### src/design/tcsb_pkg.sv
// Shared types and constants for the text console scroll buffer.
// Depends on nothing; the remainder unit, the top level and the bench import it.
`timescale 1ns / 1ps

package tcsb_pkg;

	// Store geometry: each line has COLS character cells plus a terminator cell
	localparam int ROWS   = 16;
	localparam int COLS   = 63;
	localparam int STRIDE = COLS + 1;
	localparam int CELLS  = ROWS * STRIDE;
	localparam int ADDR_W = $clog2(CELLS);

	// Cursor widths: the column spans 0..COLS, the row spans 0..ROWS
	localparam int COL_W = $clog2(STRIDE);
	localparam int ROW_W = $clog2(ROWS + 1);

	// Modulo reduction unit widths
	localparam int MAG_W = 16;
	localparam int DIV_W = 8;

	// Character codes
	localparam logic [7:0] CH_NUL        = 8'h00;
	localparam logic [7:0] CH_NEWLINE    = 8'h0A;
	localparam logic [7:0] CH_SPACE      = 8'h20;
	localparam logic [7:0] CH_LAST_PRINT = 8'h7E;

	typedef enum logic [1:0] {
		OP_PUT  = 2'd0,
		OP_TERM = 2'd1,
		OP_MOVE = 2'd2,
		OP_READ = 2'd3
	} op_t;

	typedef struct packed {
		op_t                operation;
		logic [7:0]         char_code;
		logic signed [15:0] target_col;
		logic signed [15:0] target_row;
		logic [3:0]         read_row;
		logic [5:0]         read_col;
	} req_t;

	typedef struct packed {
		logic [7:0] cell_char;
		logic [5:0] cursor_col;
		logic [4:0] cursor_row;
		logic       scrolled;
	} rsp_t;

endpackage

### src/design/tcsb_modred.sv
// Remainder unit for cursor moves: reduces the column and row magnitudes by COLS and ROWS.
// Reciprocal multiplication over two register stages; depends on tcsb_pkg.
`timescale 1ns / 1ps

module tcsb_modred
	import tcsb_pkg::*;
(
	input  logic             clk,
	input  logic             arst_n,
	input  logic             start,
	input  logic [MAG_W-1:0] col_mag,
	input  logic [MAG_W-1:0] row_mag,
	output logic [MAG_W-1:0] col_rem,
	output logic [MAG_W-1:0] row_rem,
	output logic             done
);

	// floor(x * ceil(2^REC_SH / d) / 2^REC_SH) equals floor(x / d) for x < 2^MAG_W, d < 2^DIV_W
	localparam int REC_SH  = MAG_W + DIV_W;
	localparam int PROD_W  = MAG_W + REC_SH;
	localparam int COL_REC = ((1 << REC_SH) + COLS - 1) / COLS;
	localparam int ROW_REC = ((1 << REC_SH) + ROWS - 1) / ROWS;

	logic [PROD_W-1:0] col_prod;
	logic [PROD_W-1:0] row_prod;
	logic              valid_s1;
	logic [MAG_W-1:0]  col_mag_s1;
	logic [MAG_W-1:0]  row_mag_s1;
	logic [MAG_W-1:0]  col_quo_s1;
	logic [MAG_W-1:0]  row_quo_s1;
	logic              done_s2;
	logic [MAG_W-1:0]  col_rem_s2;
	logic [MAG_W-1:0]  row_rem_s2;

	// quotient estimate by constant reciprocals
	assign col_prod = PROD_W'(col_mag) * PROD_W'(COL_REC);
	assign row_prod = PROD_W'(row_mag) * PROD_W'(ROW_REC);

	// stage valid flags
	always_ff @(posedge clk or negedge arst_n) begin
		if (!arst_n) begin
			valid_s1 <= 1'b0;
			done_s2  <= 1'b0;
		end else begin
			valid_s1 <= start;
			done_s2  <= valid_s1;
		end
	end

	// stage 1 holds the quotients, stage 2 the remainders
	always_ff @(posedge clk) begin
		if (start) begin
			col_mag_s1 <= col_mag;
			row_mag_s1 <= row_mag;
			col_quo_s1 <= col_prod[PROD_W-1:REC_SH];
			row_quo_s1 <= row_prod[PROD_W-1:REC_SH];
		end
		if (valid_s1) begin
			col_rem_s2 <= col_mag_s1 - col_quo_s1 * MAG_W'(COLS);
			row_rem_s2 <= row_mag_s1 - row_quo_s1 * MAG_W'(ROWS);
		end
	end

	assign col_rem = col_rem_s2;
	assign row_rem = row_rem_s2;
	assign done    = done_s2;

endmodule

### config.mk
export PLATFORM = sky130hd
export DESIGN_NAME = tcsb_modred
export DESIGN_NICKNAME = d
export VERILOG_FILES = /design/src/design/tcsb_pkg.sv /design/src/design/tcsb_modred.sv
export SDC_FILE = /design/constraint.sdc
export NUM_CORES = 1
export LEC_CHECK = 0
export ABC_AREA = 1
export BUFFER_PORTS_ARGS = -buffer_cell sky130_fd_sc_hd__buf_4
export CAP_MARGIN = 15
export CELL_PAD_IN_SITES_DETAIL_PLACEMENT = 2
export CELL_PAD_IN_SITES_GLOBAL_PLACEMENT = 2
export CORE_ASPECT_RATIO = 1.25
export CORE_UTILIZATION = 37
export DETAILED_ROUTE_END_ITERATION = 8
export PLACE_DENSITY = 0.8
export SKIP_CTS_REPAIR_TIMING = 1
export SYNTH_ARGS = -nofsm -noshare
export SYNTH_HDL_FRONTEND = slang
export SYNTH_SLANG_ARGS = --single-unit
### constraint.sdc
create_clock -name clk -period 5.3 [get_ports clk]
set_input_delay 0.53 -clock clk [delete_from_list [all_inputs] [get_ports clk]]
set_output_delay 0.53 -clock clk [all_outputs]
set_load 0.01 [all_outputs]
# == Word-level counts from Yosys, hierarchy flattened ==
# Index checks and enable logic that the tools add are counted.
# classes
n_addsub,2
n_mul,2
# op_table
op,count
$mul 16x18->34 const B,1
$sub 16x16->16,2
$mul 11x6->16 const B,1
# word_totals
ff_bits,89
input_bits,35
output_inout_bits,33
elab_cells,12

# == Depth between registers and ports, before layout ==
# Gate-level depths: netlist of the first run.
# logic_depth
word_depth,2
depth_mapped,18
ltp_nobuf,18

# == Worst setup path after synthesis of the first run ==
# No wires, ideal clock.
# synth_path
path_type,register to register
from,register col_quo_s1[8]
to,"register col_rem_s2[13], in the netlist col_rem[13] (data pin)"
setup_ns,0.252
arrival_time_ns,3.555
required_time_ns,5.048
path_slack_ns,1.492
path_stages_with_launch,16
n_path_buf,0
period_less_slack_ns,3.808
path_cell_list,edfxtp_1 -> fa_1 -> inv_1 -> fa_1 -> inv_1 -> fa_1 -> inv_1 -> fa_1 -> ha_1 -> inv_1 -> o21bai_1 -> o21bai_1 -> a21oi_1 -> nand2_1 -> nand2_1 -> nand2_1
# synth_between
elab_chain_cells,2
# synth_lines
item,line,source
from (decl),tcsb_modred.sv:29,logic [MAG_W-1:0] col_quo_s1;
from (signal assigned),tcsb_modred.sv:55,col_quo_s1 <= col_prod[PROD_W-1:REC_SH];
$mul 11x6->16,tcsb_modred.sv:59,col_rem_s2 <= col_mag_s1 - col_quo_s1 * MAG_W'(COLS);
$sub 16x16->16,tcsb_modred.sv:59,
to (signal assigned),tcsb_modred.sv:59,
to (decl),tcsb_modred.sv:32,logic [MAG_W-1:0] col_rem_s2;
# Every way passes these cells.
# A chain may end at the register's enable or synchronous reset.

# == Final worst setup path of the first run ==
# layout_path
from,register col_quo_s1[0]
to,"register col_rem_s2[15], in the netlist col_rem[15] (data pin)"
# Same word-level chain as after synthesis.

==> flow_summary.json, run 1 <==
{
  "dpl.hpwl_um": 16960,
  "antenna_found_initial": 0,
  "seq_area_frac_synth_pct": 24.59,
  "finalSetupTns_ns": 0,
  "cp_max_fo": 6,
  "synth_edf_count": 51,
  "hold_start": "row_mag[1]",
  "area_growth_pct": 11.42,
  "diodes": 0,
  "critical_path.max_stage_delay_ns": 0.60,
  "final_cells": 1048,
  "finalSetupViolCount": 0,
  "grt_use_met2_pct": 48.10,
  "cts_tree": "built",
  "async_flop_share_pct": 3.774,
  "finish.utilization_pct": 42.38,
  "start_kind": "flip-flop",
  "cp_slowest_cell": "fa_1",
  "wirelength_um": 19680,
  "rows": 53,
  "busiest_layer": "met2",
  "ant_nets": 0,
  "timing.final.max_slew_violations": 0,
  "cp_top_family": "adder cells",
  "die_w_um": 119.9,
  "grt_use_met1_pct": 22.05,
  "path_class": "reg -> reg",
  "final_hold_viol_count": 0,
  "hold_path.class": "in -> reg",
  "drc": 0,
  "relSlewSlack_pct": 39.17,
  "via_per_inst": 4.901,
  "grt_max_degree": 33,
  "synth_area_leaders": "edfxtp_1 (24%), ha_1 (22%), fa_1 (16%), inv_1 (12%), nand2_1 (11%)",
  "yosysMostFrequentCell": "inv_1",
  "die_h_um": 149.4,
  "start_util_pct": 38.03,
  "yosysWarnings": 0,
  "netlist_area_sq_mm": 0.006431,
  "drtIter0Drc": 135,
  "dieArea_sq_mm": 0.01792,
  "clock_skew_ns": 0.008646,
  "finalCritPeriodShare_pct": 85.65,
  "htreeDepth": 2,
  "ys_types": 31,
  "synth_common_cells": "inv_1 (199), nand2_1 (186), ha_1 (112), edfxtp_1 (51), fa_1 (50)",
  "crit_chain": "inv_1 > fa_1 > fa_1 > inv_1 > fa_1 > fa_1 > inv_1 > ha_1 > nand2_1 > inv_1 > a21oi_1 > nand2_1 > nand3_1 > nand2_1 > nand2_1 > nand2_1",
  "rsz0062_at_grt": "false",
  "cts_buffers": 5,
  "cap_violations": 0,
  "fin_crit_ns": 4.539,
  "synth_seq_cells": 53,
  "synthesis.instances": 777,
  "gp_congestion": 0.9601,
  "status": "complete, no violations",
  "clock-sinks": 53,
  "fp.coreArea_sq_mm": 0.01691,
  "synth-main-ff-cell": "edfxtp_1",
  "avgSynthCellArea_sq_um": 8.277,
  "boundaryPins": 68,
  "overflow": 0,
  "clock_latency_ns": 0.30,
  "grt_pass1_vias": 6067,
  "drive_gt1_share_pct": 8.937,
  "timing.fmax_ghz": 0.2203,
  "critical_path_required_ns": 5.37,
  "cts_root_buf": "clkbuf_16",
  "crit_path_frequent_cell": "nand2_1",
  "clk_pin_slew_worst_paths_ns": 0.08,
  "drt-pass1-iter-count": 4,
  "r2r-start": "col_quo_s1[0]$_DFFE_PP_",
  "grtUsageTotal_pct": 23.22,
  "holdWs_ns": 0.4099,
  "dr_total_vias": 5136,
  "startpoint": "col_quo_s1[0]$_DFFE_PP_",
  "placed_cells": 1039,
  "crit_buf_inv": 4,
  "clockBufferDepth": 2,
  "crit_arrival_ns": 4.60,
  "synth_top_area_share_pct": 23.81,
  "rrSetupSlack_ns": 0.76,
  "routedWlPerCell_um": 18.77,
  "numPortBuffers": 43,
  "synth_top_area_cell": "edfxtp_1",
  "use_met3_pct": 2.141,
  "worstMarginPinSlew_ns": 0.9124,
  "grt_pass1_wl_um": 31380,
  "cp-end-kind": "flip-flop",
  "final_nets": 1024
}
## state kept, by name, indices dropped and copies added, names as in the netlist
register / flops
col_mag_s1: 16
done: 1
row_mag_s1: 4
col_rem: 16
valid_s1: 1
row_rem: 4
col_quo_s1: 11
## kinds of logic after synthesis
group                    count (synthesis)  synth area share [%]
AND/OR/NAND/NOR                        290                 19.20
buffers and inverters                  215                 13.25
adder cells (fa/ha/maj)                162                 37.35
flip-flops                              53                 24.59
AO/OA/AOI/OAI                           42                 3.638
XOR/XNOR                                14                 1.906
other                                    1               0.05831
## layer usage
metal / vias up / wire length [um] / share of wire [%]
met5: - / 0 / 0
met4: 0 / 1024 / 5.2
met3: 48 / 306 / 1.6
met2: 79 / 11460 / 58
met1: 2539 / 6881 / 35
li1: 2470 / - / -
## through the flow
| step | worst slack, ns | area (sq um) |
|---|---|---|
| floorplan | 1.492 | 6472 |
| global placement | 1.198 | 6980 |
| detailed placement | 0.8743 | 6980 |
| CTS | 0.7607 | 7156 |
| global route | 0.5855 | 7166 |
| finish | 0.7606 | 7166 |
## path summary, 6_finish.rpt
check | end | depth (start not counted)
worst min-delay path | row_mag_s1[1]$_DFFE_PP_ | 1
worst max register to register | col_rem[15]$_DFFE_PP_ | 16
max in group asynchronous | valid_s1$_DFF_PN0_ | 2
worst max-delay path | col_rem[15]$_DFFE_PP_ | 16
worst min register to register | row_rem[3]$_DFFE_PP_ | 0
min in group asynchronous | done$_DFF_PN0_ | 2
## cells in the final DEF, fill, tap and decap left out, drive strengths merged, types with 2 or more instances in the layout
cell type and instances:
inv 202, nand2 193, dfrtp 2, edfxtp 51, o21bai 3, xnor2 4
a21oi 25, clkbuf 5, nand3 29, fa 50, nand3b 2, nor2 48
o21ai 10, nor3 4, conb 12, clkinv 3, buf 43, a21o 3
nand4 11, ha 112, xor2 10, or2 2
## cell type report
type                       count  area [sq um]
fill                        1949          9744
multi-input combinational    520          4039
tap                          220         275.3
clock buffer                   5         125.1
clock inverter                 3         50.05
inverter                     203         762.0
timing repair buffer          44         332.8
sequential                    53          1582
Power of run 1 is left out: the tool's default activity adds up to more than one toggle a clock period on the data nets, which glitch-free logic cannot reach.
==> run 2: changes to the inputs <==
--- a/config.mk
+++ b/config.mk
@@ -16,2 +16,3 @@
 export PLACE_DENSITY = 0.8
+export RECOVER_POWER = 100
 export SKIP_CTS_REPAIR_TIMING = 1
--- a/constraint.sdc
+++ b/constraint.sdc
@@ -3,2 +3,2 @@
 set_output_delay 0.53 -clock clk [all_outputs]
-set_load 0.01 [all_outputs]
+set_load 0.005 [all_outputs]
==> run 2 against run 1 <==
The flow now finishes with violations (max-capacitance violations, max-slew violations). Utilization is 0.47 points lower. Cell count stayed put. Design area is 1.1% lower. Critical endpoint unchanged.
==> flow_summary.json, run 2 (synthesis results as in run 1) <==
{
  "finalCritPeriodShare_pct": 85.62,
  "clockBufferDepth": 2,
  "start_kind": "flip-flop",
  "hold_path.class": "reg -> reg",
  "timing.final.max_slew_violations": 33,
  "multi_input_area_sq_mm": 0.004031,
  "layout_commonest_cell": "inv_1",
  "htreeDepth": 2,
  "final_nets": 1024,
  "antenna_found_initial": 0,
  "r2r_cells": 16,
  "dpl.hpwl_um": 16960,
  "hold_end": "row_rem[3]$_DFFE_PP_",
  "finalSetupTns_ns": 0,
  "dr_total_vias": 5140,
  "start_util_pct": 38.03,
  "fin_crit_ns": 4.538,
  "path_class": "reg -> reg",
  "fp.coreArea_sq_mm": 0.01691,
  "layout_setup_ws_ns": 0.7621,
  "area_growth_pct": 10.19,
  "whs_path_depth": 0,
  "cp-end-kind": "flip-flop",
  "boundaryPins": 68,
  "diodes": 0,
  "rsz0062_at_grt": "false",
  "finalSetupViolCount": 0,
  "worstMarginPinSlew_ns": 1.868,
  "clock_skew_ns": 0.008815,
  "die_h_um": 149.4,
  "hold_start": "row_mag_s1[3]$_DFFE_PP_",
  "clock-sinks": 53,
  "grt_pass1_vias": 6067,
  "regArea_sq_mm": 0.001582,
  "cap_violations": 1,
  "final_hold_viol_count": 0,
  "cp_max_fo": 6,
  "cts_tree": "built",
  "fillers": 1974,
  "overflow": 0,
  "via_per_inst": 4.905,
  "numPortBuffers": 43,
  "crit_arrival_ns": 4.60,
  "wirelength_um": 19670,
  "clock_latency_ns": 0.30,
  "cts_buffers": 5,
  "status": "complete, but fails checks",
  "grt_pass1_wl_um": 31380,
  "rrSetupSlack_ns": 0.76,
  "drc": 0,
  "routedWlPerCell_um": 18.77,
  "drt-pass1-iter-count": 4,
  "dieArea_sq_mm": 0.01792,
  "violations": "max-capacitance violations, max-slew violations",
  "r2r_end": "col_rem[15]$_DFFE_PP_",
  "drtIter0Drc": 142,
  "grtUsageTotal_pct": 23.22,
  "cts_root_buf": "clkbuf_16",
  "r2r-start": "col_quo_s1[0]$_DFFE_PP_",
  "relSlewSlack_pct": -24.53,
  "rows": 53,
  "clk_pin_slew_worst_paths_ns": 0.08,
  "critical_path_required_ns": 5.37,
  "drive_gt1_share_pct": 6.280,
  "gp_congestion": 0.9601,
  "final_cell_mix": "inv_1 (199), nand2_1 (188), ha_1 (112), edfxtp_1 (51), fa_1 (50)",
  "die_w_um": 119.9,
  "place_ws_ns": 0.8743,
  "timing.fmax_ghz": 0.2204,
  "ant_nets": 0,
  "grt_max_degree": 33
}
## run 2: metal layers
layer  up-vias  global-route usage [%]  share of wire, %
li1       2471                       -                 -
met1      2545                   22.05                35
met2        79                   48.10                58
met3        45                   2.141               1.7
met4         0                   11.69               5.0
met5         -                       0                 0
## run 2: through the flow
step                util (%)  hold WS, ns  std cells  instance area (sq um)
floorplan                  -       0.2344        788                   6472
global placement       41.28       0.3123       1039                   6980
detailed placement     41.28       0.3203       1039                   6980
CTS                    42.32    -0.001011       1047                   7156
global route           41.91       0.4243       1048                   7087
finish                 41.91       0.4305       1048                   7087
## run 2: area by class of cell
type,instances,share of cell area [%]
multi-input cells,520,56.89
flip-flops and latches,53,22.32
inverters,203,10.75
well taps,220,3.884
repair buffers,44,3.690
clock buffers,5,1.766
clock inverters,3,0.7062
## run 2: worst max-delay path, stage by stage, from the launching register on
cell and delay (ns):
edfxtp_1 0.49, inv_1 0.18, fa_1 0.60, fa_1 0.55
inv_1 0.06, fa_1 0.48, fa_1 0.52, inv_1 0.05
ha_1 0.37, nand2_1 0.20, inv_1 0.07, a21oi_1 0.19
nand2_1 0.22, nand3_1 0.15, nand2_1 0.07, nand2_1 0.06
nand2_1 0.04
## run 2: how the worst max path moves through the flow
stage,startpoint,end,slack (ns),cells past startpoint
detailed placement,col_quo_s1[0]$_DFFE_PP_,col_rem[15]$_DFFE_PP_,0.87,16
CTS,col_quo_s1[0]$_DFFE_PP_,col_rem[15]$_DFFE_PP_,0.76,16
global route,col_quo_s1[0]$_DFFE_PP_,col_rem[15]$_DFFE_PP_,0.59,16
finish,col_quo_s1[0]$_DFFE_PP_,col_rem[15]$_DFFE_PP_,0.76,16
global placement,col_quo_s1[0]$_DFFE_PP_,col_rem[15]$_DFFE_PP_,1.20,16
floorplan,col_quo_s1[8]$_DFFE_PP_,col_rem[13]$_DFFE_PP_,1.49,15
Power of run 2 is left out for the same reason.
